--- src/sv/bbal_ram.sv ---
module bbal_ram #(
  parameter int WIDTH = 8,
  parameter int DEPTH = 16
) (
  input  logic                                    clk,
  input  logic                                    we,
  input  logic [((DEPTH > 1) ? $clog2(DEPTH) : 1)-1:0] addr,
  input  logic [WIDTH-1:0]                        wdata,
  output logic [WIDTH-1:0]                        rdata
);

  logic [WIDTH-1:0] mem_r [DEPTH];
  logic [WIDTH-1:0] rd_r;

  always_ff @(posedge clk) begin
    if (we) begin
      mem_r[addr] <= wdata;
    end
    rd_r <= mem_r[addr];
  end

  assign rdata = rd_r;

endmodule

--- config.mk ---
export PLATFORM = sky130hd
export DESIGN_NAME = bbal_ram
export DESIGN_NICKNAME = d
export VERILOG_FILES = /design/src/sv/bbal_ram.sv
export SDC_FILE = /design/constraint.sdc
export NUM_CORES = 1
export LEC_CHECK = 0
export BUFFER_PORTS_ARGS = -buffer_cell sky130_fd_sc_hd__buf_4
export CAP_MARGIN = 15
export CORE_ASPECT_RATIO = 0.75
export CORE_UTILIZATION = 50
export CTS_BUF_LIST = sky130_fd_sc_hd__clkbuf_8
export CTS_CLUSTER_DIAMETER = 40
export DETAILED_ROUTE_END_ITERATION = 10
export PLACE_DENSITY_LB_ADDON = 0.15
export SLEW_MARGIN = 15
export SYNTH_ARGS = -nofsm -noshare
export SYNTH_HDL_FRONTEND = slang
export SYNTH_SLANG_ARGS = --single-unit
--- constraint.sdc ---
create_clock -name clk -period 2.6 [get_ports clk]
set_input_delay 0.13 -clock clk [delete_from_list [all_inputs] [get_ports clk]]
set_output_delay 0.13 -clock clk [all_outputs]
set_load 0.01 [all_outputs]
# Word level (Yosys, flattened, before mapping)
# Memory sizes are Yosys's and may differ from the RTL's. A register that Yosys moved wholly into a read port is not among the register bits.
# Cells that the tools add are included.
[classes]
n_mux = 2
[op_table]
columns = ["op", "count"]
rows = [
  ["1-bit 2-to-1 mux", 2],
]
[totals]
ff_bits = 0
ram_bits = 128
word_cells = 3
memories = 1
[memory_table]
columns = ["memory", "words", "width", "rd", "rd_clocked_by_memory_dff", "write_ports", "line_no", "rtl"]
rows = [
  ["mem_r", 16, 8, 1, 1, 1, "12", "logic [WIDTH-1:0] mem_r [DEPTH];"],
]

# Longest topological paths before layout
[logic_depth]
word_depth = 2
ltp_mapped = 5

# Least setup slack after synthesis
# Ideal clock, no wire load.
[synth_timing]
path_kind = "input -> register"
startpoint = "input addr[2] (netlist name)"
endpoint = "memory mem_r[0][0] (enable)"
t_arrival_ns = 1.240
required_time_ns = 2.217
path_slack_ns = 0.977
path_stages = 2
cell_sequence = "or3b_2 nor3_1"
[synth_lines]
columns = ["item", "line_no", "rtl"]
rows = [
  ["from (decl)", "7", "input logic [((DEPTH > 1) ? $clog2(DEPTH) : 1)-1:0] addr,"],
  ["to (decl)", "12", ""],
]
# No word-level cell before the write port.

# Worst setup path after layout
[layout_timing]
startpoint = "input addr[0] (netlist name)"
endpoint = "memory mem_r[5][4] (enable)"
# No word-level cell before the write port.

==> results.json <==
{
  "cp.depth": 3,
  "clock_skew_ns": 0.00917,
  "hp-start": "wdata[6]",
  "power_density_nw_per_um2": 723,
  "yosysUniqueCellTypes": 18,
  "crit_type": "in -> reg",
  "antenna_found_initial": 0,
  "timing.rr.end": "rdata[2]",
  "grt_max_degree": 40,
  "post_cts_buffers": 0,
  "grt_pass1_wl_um": 14700,
  "dieWidth_um": 118,
  "ys_seq_elements": 136,
  "yosys_warnings": 0,
  "area_growth_pct": 14.1,
  "required_ns": 2.65,
  "cts_tree": "yes",
  "clockBufferDepth": 2,
  "h-tree-depth": 4,
  "crit_buf_inv": 1,
  "via_per_inst": 5.65,
  "synthTopCellsByArea": "edfxtp_1, mux4_2, dfxtp_1",
  "pwr-share-clk": 0.353,
  "cts_resized": 0,
  "drtIter0Drc": 260,
  "final_nets": 287,
  "ant_nets": 0,
  "status": "completed",
  "path_cells": "buf_4 > nand2b_1 > nor2_1",
  "cpLargestDelayFamily": "simple AND/OR/NAND/NOR gates",
  "clkTransAtPathRegs_ns": 0.07,
  "slew_headroom": 0.471,
  "root_buffer": "clkbuf_8",
  "drive_gt1_frac": 0.325,
  "dieArea_um2": 10500,
  "p_seq_frac": 0.590,
  "tightest_slew_ns": 0.791,
  "synth_top_area_cell": "edfxtp_1",
  "vias": 2362,
  "nFillCells": 704,
  "clk_latency_ns": 0.43,
  "setup_viol": 0,
  "yosysTopAreaCellShare": 0.759,
  "cts_sinks": 136,
  "num_antenna_cells": 0,
  "track_usage": 0.205,
  "num_rows": 31,
  "startpoint": "addr[0]",
  "r2r.worst_path.cells": 3,
  "syn_area_per_cell_um2": 22.0,
  "path_max_fanout": 39,
  "syn_inst": 230,
  "drt-total-wl_um": 9430,
  "hp-class": "in -> reg",
  "fmax_mhz": 662,
  "p_sw_frac": 0.207,
  "max_stage_delay_ns": 0.65,
  "overflow": 0,
  "cp.arrival_ns": 1.56,
  "end_kind": "register",
  "finalWorstSetupSlack_ns": 1.09,
  "p_leak_nw": 1.91,
  "initial_core_util": 0.520,
  "routabilityCongestion": 0.747,
  "critPathSlowestCell": "nor2_1",
  "syn_area_um2": 5070,
  "dr.pass1.iters": 4,
  "die_y_um": 89.2,
  "timing.final.hold_violations": 0,
  "grt_pass1_vias": 2468,
  "wire_per_inst_um": 22.6,
  "hpwl_um": 5870,
  "hold_depth": 1,
  "rr_startpoint": "mem_r[11][2]",
  "tns_ns": 0,
  "numCtsBuffers": 17,
  "peakVddDrop_mv": 0.405,
  "fin_crit_sh": 0.581,
  "cts_hold_buf": 0,
  "yosysSeqAreaShare": 0.790,
  "whs_endpoint": "mem_r[6][6]",
  "fp.coreArea_um2": 9740,
  "slew_violations": 0,
  "cap_viol_max_count": 0,
  "port_buffers": 21,
  "ios": 22,
  "fin_crit_ns": 1.51,
  "dp_slack_ns": 0.539,
  "p_int_w": 0.00331,
  "power_frac_comb": 0.057,
  "reg2reg_slack_ns": 1.20,
  "syn_nets": 244,
  "drc": 0,
  "rsz0062_at_grt": "false",
  "p_switching_w": 0.000866,
  "crit_path_start_kind": "input port"
}
==> registers in the layout, indices dropped and copies added, names as in the netlist <==
signal  flops
mem_r     128
rdata       8
==> worst register-to-register path, stage by stage (launching register included) <==
cell and delay, ns:
edfxtp_1 0.36, mux4_2 0.48, a22oi_1 0.35, nand2_1 0.09
==> cell usage in the layout, fill, tap and decap left out, drive strengths merged, types with 4 or more instances in the layout <==
master and instances:
edfxtp 128, buf 35, mux4 32, clkbuf 22
a22oi 16, nor2 13, nand2 9, dfxtp 8
inv 7, nor3 4
==> through the flow <==
stage | utilization | hold WS, ns | instances | total power [W] | area [um2]
detailed placement | 0.558 | 0.457 | 386 | 0.00276 | 5440
CTS | 0.594 | 0.000422 | 418 | 0.00421 | 5780
global route | 0.594 | 0.00902 | 418 | 0.00432 | 5780
finish | 0.594 | 0.0188 | 418 | 0.00418 | 5780
floorplan | - | 0.229 | 230 | 0.00264 | 5070
global placement | 0.558 | 0.448 | 386 | 0.00275 | 5440
==> cells in the mapped netlist (all sizes together) <==
master / n
mux4: 32
nor2: 13
nand2: 9
or3b: 1
nor2b: 2
nand3: 1
and2: 1
buf: 8
nor3: 4
clkbuf: 3
nand3b: 2
edfxtp: 128
dfxtp: 8
a22oi: 16
nand2b: 2
==> logic make-up (layout without fill, tap and decap cells) <==
family,count (synthesis),count (layout),share of synthesized area
flops,136,136,0.790
simple gates,35,35,0.0321
mux,32,32,0.142
compound gates,16,16,0.0237
buf+inv,11,67,0.0119
==> how the worst max path moves through the flow <==
stage / endpoint / slack [ns]
after floorplan: mem_r[0][0] / 0.98
after global placement: mem_r[5][5] / 0.55
after detailed placement: mem_r[5][5] / 0.54
after CTS: mem_r[5][5] / 1.0
after global routing: mem_r[5][4] / 0.83
final: mem_r[5][4] / 1.09
==> power by group through the flow <==
| stage | Combinational [W] | Clock (W) | Sequential, W |
|---|---|---|---|
| final | 0.000237 | 0.00148 | 0.00247 |
| after CTS | 0.000241 | 0.00151 | 0.00247 |
| after global routing | 0.000259 | 0.00159 | 0.00247 |
| after global placement | 0.000239 | 0 | 0.00251 |
| after floorplan | 0.000126 | 0 | 0.00251 |
| after detailed placement | 0.000241 | 0 | 0.00251 |
==> final cells by class <==
type,instances,area (um2),area share
clock buffer,22,303,0.0524
multi-input combinational,83,1000,0.174
clock inverter,10,43.8,0.00757
timing repair buffer,35,263,0.0454
sequential,136,4000,0.692
tap,132,165,0.0286
==> per-layer routing <==
metal / global-route usage / wire length [um]
met5: 0 / 0
met4: 0.104 / 172
met1: 0.300 / 4190
met3: 0.0504 / 741
met2: 0.291 / 4330
Power figures use the tool's default switching activity.
