===== src/sv/bbal_pkg.sv =====
package bbal_pkg;

  localparam int DATA_W    = 48;
  localparam int BASE_W    = 32;
  localparam int LC_W      = 4;
  localparam int CFG_IDX_W = 2;

  localparam logic [BASE_W-1:0] BASE_RESET = 32'd256;
  localparam logic [LC_W-1:0]   LC_RESET   = 4'd12;

  localparam logic [CFG_IDX_W-1:0] CFG_BASE_BYTES  = 2'd0;
  localparam logic [CFG_IDX_W-1:0] CFG_LEVEL_COUNT = 2'd1;

  localparam logic [1:0] ST_OK       = 2'd0;
  localparam logic [1:0] ST_NOMEM    = 2'd1;
  localparam logic [1:0] ST_BADALIGN = 2'd2;
  localparam logic [1:0] ST_BADFREE  = 2'd3;

  localparam logic [1:0] MARK_NONE  = 2'd0;
  localparam logic [1:0] MARK_FREE  = 2'd1;
  localparam logic [1:0] MARK_SPLIT = 2'd2;
  localparam logic [1:0] MARK_TAKEN = 2'd3;

  localparam logic OP_ALLOC = 1'b0;
  localparam logic OP_FREE  = 1'b1;

endpackage


===== src/sv/bbal_div.sv =====
module bbal_div (
  input  logic                        clk,
  input  logic                        rst_n,
  input  logic                        start,
  input  logic [bbal_pkg::DATA_W-1:0] dividend,
  input  logic [bbal_pkg::DATA_W-1:0] divisor,
  output logic                        done,
  output logic [bbal_pkg::DATA_W-1:0] quo,
  output logic [bbal_pkg::DATA_W-1:0] rem
);

  localparam int W  = bbal_pkg::DATA_W;
  localparam int CW = $clog2(W);

  logic [W-1:0]  quo_r, rem_r, div_r;
  logic [CW-1:0] cnt_r;
  logic          run_r, done_r;
  logic [W:0]    trial;
  logic          fits;

  // One quotient bit per cycle, restoring form.
  assign trial = {rem_r, quo_r[W-1]};
  assign fits  = trial >= {1'b0, div_r};

  always_ff @(posedge clk) begin
    if (!rst_n) begin
      run_r  <= 1'b0;
      done_r <= 1'b0;
      cnt_r  <= '0;
    end else begin
      done_r <= 1'b0;
      if (start) begin
        rem_r <= '0;
        quo_r <= dividend;
        div_r <= divisor;
        cnt_r <= CW'(W - 1);
        run_r <= 1'b1;
      end else if (run_r) begin
        rem_r <= fits ? W'(trial - {1'b0, div_r}) : W'(trial);
        quo_r <= {quo_r[W-2:0], fits};
        if (cnt_r == '0) begin
          run_r  <= 1'b0;
          done_r <= 1'b1;
        end else begin
          cnt_r <= cnt_r - 1'b1;
        end
      end
    end
  end

  assign done = done_r;
  assign quo  = quo_r;
  assign rem  = rem_r;

endmodule


===== config.mk =====
export PLATFORM = sky130hd
export DESIGN_NAME = bbal_div
export DESIGN_NICKNAME = d
export VERILOG_FILES = /design/src/sv/bbal_pkg.sv /design/src/sv/bbal_div.sv
export SDC_FILE = /design/constraint.sdc
export NUM_CORES = 1
export LEC_CHECK = 0
export ABC_CLOCK_PERIOD_IN_PS = 3960
export BUFFER_PORTS_ARGS = -buffer_cell sky130_fd_sc_hd__buf_2
export CAP_MARGIN = 0
export CORE_MARGIN = 3
export CORE_UTILIZATION = 50
export CTS_BUF_LIST = sky130_fd_sc_hd__clkbuf_16
export CTS_CLUSTER_SIZE = 30
export DETAILED_ROUTE_END_ITERATION = 12
export MAX_ROUTING_LAYER = met4
export PLACE_DENSITY = 0.84
export SYNTH_ARGS = -nofsm -noshare
export SYNTH_HDL_FRONTEND = slang
export SYNTH_SLANG_ARGS = --single-unit
export TNS_END_PERCENT = 5

===== constraint.sdc =====
create_clock -name clk -period 3.96 [get_ports clk]
set_clock_uncertainty 0.05 [all_clocks]
set_input_delay 0.792 -clock clk [delete_from_list [all_inputs] [get_ports clk]]
set_output_delay 0.792 -clock clk [all_outputs]
set_load 0.01 [all_outputs]

# [Word-level counts from Yosys, hierarchy flattened]
# Index checks and enable logic that the tools add are counted.
[classes] n_addsub=2 magnitude_cmp=1 eq_ne=1 mux=11 n_bitwise=3 n_reduce_logical=8
[op_table] op="2-to-1 mux 48 bit" n=4
[op_table] op="greater-or-equal comparator 49 x 48 -> 1 bit" n=1
[op_table] op="subtractor 48 bit" n=1
[op_table] op="2-to-1 mux 6 bit" n=3
[op_table] op="AND reduction 2 bit" n=4
[op_table] op="logical NOT 6 bit" n=1
[op_table] op="subtractor 6 x 1 -> 6 bit (second input constant)" n=1
[op_table] op="2-to-1 mux 1 bit" n=4
[op_table] op="inverter 1 bit" n=3
[op_table] op="OR reduction 3 bit" n=1
[op_table] op="inequality test 2 bit (second input constant)" n=1
[op_table] op="nonzero test 2 bit" n=1
[op_table] op="OR reduction 2 bit" n=1
[word_totals] regBits=152 in_bits=99 word_cells=33

# [Longest topological paths before layout]
[depth] ltp_word=4 depth_mapped=15 depth_no_buf=12

# [Worst setup path after synthesis]
# No wires, ideal clock.
[synth_timing] kind="input to register" from="input start" to="register quo_r[0], in the netlist quo[0] (enable)" setup_time_ps=462 t_arrival_ps=3648 required_time_ps=3448 slack_ps=-201 path_stages=3 n_path_buf=2 cell_sequence="buf_1 clkbuf_1 o21a_1"
[synth_via] elab_chain_len=2
[synth_rtl] item="start: declaration" line_no="bbal_div.sv:4" source="input logic start,"
[synth_rtl] item="nonzero test 2 bit (no line)"
[synth_rtl] item="AND reduction 2 bit (no line)"
[synth_rtl] item="end signal: assignment" line_no="bbal_div.sv:34" source="quo_r <= dividend;"
[synth_rtl] item="end signal: assignment" line_no="bbal_div.sv:40" source="quo_r <= {quo_r[W-2:0], fits};"
[synth_rtl] item="end: declaration" line_no="bbal_div.sv:15" source="logic [W-1:0] quo_r, rem_r, div_r;"
# No other way between the ends.
# A chain may end at the register's enable or synchronous reset.

# [Final worst setup path]
[layout_timing] from="register rem_r[31], in the netlist rem[31]" to="register rem_r[18], in the netlist rem[18] (data pin)"
[layout_via] elab_chain_len=3
[layout_rtl] item="start: declaration" line_no="bbal_div.sv:15"
[layout_rtl] item="start signal: assignment" line_no="bbal_div.sv:39" source="rem_r <= fits ? W'(trial - {1'b0, div_r}) : W'(trial);"
[layout_rtl] item="greater-or-equal comparator 49 x 48 -> 1 bit" line_no="bbal_div.sv:23" source="assign fits = trial >= {1'b0, div_r};"
[layout_rtl] item="2-to-1 mux 48 bit" line_no="bbal_div.sv:39"
[layout_rtl] item="2-to-1 mux 48 bit" line_no="bbal_div.sv:38" source="end else if (run_r) begin"
# No other way between the ends. The select of a mux whose other input is x is not followed.

==> summary.txt <==
Final layout
  • Finished Cell Area: 10800 µm²
  • Area growth syn-to-layout: 20.0%
  • Layout cell share with drive strength beyond 1: 0.290
  • Final cell count without fillers: 1265
  • Most common cell after layout, fill and taps aside: buf_2
  • Filler Cell Count: 1409
  • Layout net count: 1176
  • Most frequent cells in the layout: buf_2, edfxtp_1, nand2_1

Timing
  • Final setup fails: 0
  • Min Clock Period, post-route: about 3600 ps
  • Tightest Pin Transition: 777 ps
  • Fin crit share: 0.918
  • RSZ-0062 raised after global routing: false
  • Setup ws final: 325 ps
  • Highest clock rate: approximately 280 MHz
  • Max-slew headroom: 0.476
  • Hold Fails Final Rpt: 0
  • Setup TNS: 0 ps
  • Final Max Slew Viols: 0

Die
  • Die height: 140 µm
  • Core Rows: 48
  • IO Count: 196
  • Core Box Area: 17500 µm²
  • Die ar.: about 20000 µm²
  • Starting density of the core: 0.515
  • DIE WIDTH: approximately 140 µm

GRT
  • Largest net degree at the start of global routing: 52
  • Via count of the first global-routing pass: 7646
  • Number of antenna violations at the first check in global routing: 1
  • First-pass GRT wire length: 38.6 mm
  • Remaining global-route overflow: 0
  • Overall routing resource usage: 0.251

Setup path
  • CP endpoint kind: register
  • CP arrival: 3750 ps
  • CP Class: register to register
  • Startpoint types: register
  • Crit path max fanout: 20
  • CP Data Required Time: 4070 ps

Run
  • Max-cap violation count: 0

Power
  • Worst vdd ir: ~0.34 mV
  • Power Density: 470 nW/µm²
  • Leak Pwr: 0.00464 µW
  • Sw frac: 0.314
  • Pwr Total: 5080 µW
  • NetSw: 1600 µW
  • Clk network pwr share: 0.347
  • Comb power frac: 0.257
  • Internal Pwr Total: 3490 µW
  • Flop pwr share: 0.396

Yosys
  • Top FF cell, synth: edfxtp_1
  • EDFF count, synth: about 140
  • Synth top area cells: edfxtp_1, ha_1, mux2_2, a21oi_1, nand2_1
  • Synth warnings: 0
  • Post-synth top area share: 0.480
  • Seq cells post-synth: around 150
  • Most area-hungry cell type in the Yosys netlist: edfxtp_1
  • Synthesized instance count: approximately 850
  • Seq/Total Area, Yosys: 0.498
  • Syn nets: 995
  • Fraction of registers with async set/reset: 0
  • Synth Area per Inst: 10.7 µm²
  • Post-synth cell types: 68
  • Synth Cell Area: 9010 µm²

Drt
  • Vias/cell: 5.75
  • Via count: about 7300
  • Post-DRT Antenna Nets: 0
  • Iter 0 DRT Violations: 650
  • DR WL/cell: 18.6 µm
  • Final WL: 23.5 mm
  • Pre-antenna DRT Iters: 5
  • DRC: 0

Placement
  • Post-Place Worst Slack: about 370 ps
  • Area after DPL: around 10000 µm²
  • Dpl hpwl: roughly 17 mm
  • Port-buffer cells: between 150 and 200
  • Gpl congestion: ~0.93
  • Placed Instances: about 1200

Clock tree
  • CTS tree: yes
  • Clk sink count: 152
  • Clock Pin Slew Worst Setup and Hold Paths: 70 ps
  • Post-CTS Resized: 0
  • CTS Buf Count: 17
  • Setup Fix Bufs, Post-CTS: 0
  • Skew-Pair Late Insertion Delay: approximately 430 ps
  • Max clock buf depth: 2
  • Post-CTS Hold Buffers: 0
  • Htree depth: 4
  • CTS Root Cell: clkbuf_16

Worst hold path
  • Type of the worst min-delay path: input port to register

Outcome
  • Outcome: finished, final reports clean
[final timing paths]
path	startpoint	endpoint	slack, ps	depth (start not counted)
worst max register to register	rem[31]	rem[18]	330	11
worst max-delay path	rem[31]	rem[18]	330	11
worst min register to register	run_r	done	480	1
worst min-delay path	divisor[5]	div_r[5]	480	1
[logic make-up (layout without fill, tap and decap cells)]
logic type | Yosys count | after routing | share of synthesized area
adders and majority gates | 51 | 51 | 0.0717
other | 0 | 1 | 0
and+or+nand+nor | 223 | 223 | 0.119
DFF | 152 | 152 | 0.498
AOI/OAI and AO/OA | 222 | 222 | 0.161
buffers and inverters | 108 | 302 | 0.0501
xor gates and xnor gates | 40 | 40 | 0.0389
muxes | 49 | 49 | 0.0611
[cell usage after synthesis, drive strengths merged (9+ instances only)]
library cell / number
edfxtp: 144
nand2: 93
a21oi: 79
inv: 64
ha: 50
mux2: 48
nor2: 39
o21ai: 32
buf: 26
a21o: 24
xnor2: 21
xor2: 19
clkbuf: 18
nand3: 18
nand4: 17
o21a: 13
a211oi: 12
nor3: 11
a21boi: 9
a31oi: 9
[cell type report]
class	count	area, µm²	area share
well taps	225	282	0.0260
multi-input cells	585	4080	0.378
inverters	64	240	0.0222
repair buffers	206	1090	0.100
clock buffers	17	425	0.0393
clock inverters	15	208	0.0192
diodes	1	2.50	0.000231
flip-flops and latches	152	4480	0.415
[worst max-delay path, stage by stage (launching register included)]
cell,delay (ps)
edfxtp_1,430
ha_1,420
nand2_1,130
nor3_2,330
nand4_1,250
nor4_1,360
nand4_1,130
o21ai_0,330
or2_1,340
buf_4,320
mux2i_1,210
nor2_1,60
[per-layer routing]
metal / routed length (µm) / vias up / track usage
li1: - / 3484 / -
met1: 9800 / 3425 / 0.311
met2: 11400 / 319 / 0.412
met3: 1710 / 49 / 0.0577
met4: 626 / 0 / 0.0796
met5: 0 / - / -
[metrics by stage]
stage / utilization / hold WS [ps]
floorplan: - / 449
global placement: 0.582 / 472
detailed placement: 0.582 / 474
CTS: 0.618 / 462
global route: 0.619 / 465
finish: 0.619 / 480
[sequential cells by signal, summed over array words and instances, names as in the netlist]
signal  flops
div_r      48
quo        48
rem        48
cnt_r       6
done        1
run_r       1
[power groups by stage]
stage                     clock network (µW)  logic (µW)  registers, µW
after floorplan                            0         886           2070
after global placement                     0        1270           2040
after detailed placement                   0        1290           2050
after CTS                               1790        1300           2010
after global routing                    1860        1450           2030
final                                   1760        1310           2010
No activity file was read; power rests on OpenSTA's default activity.
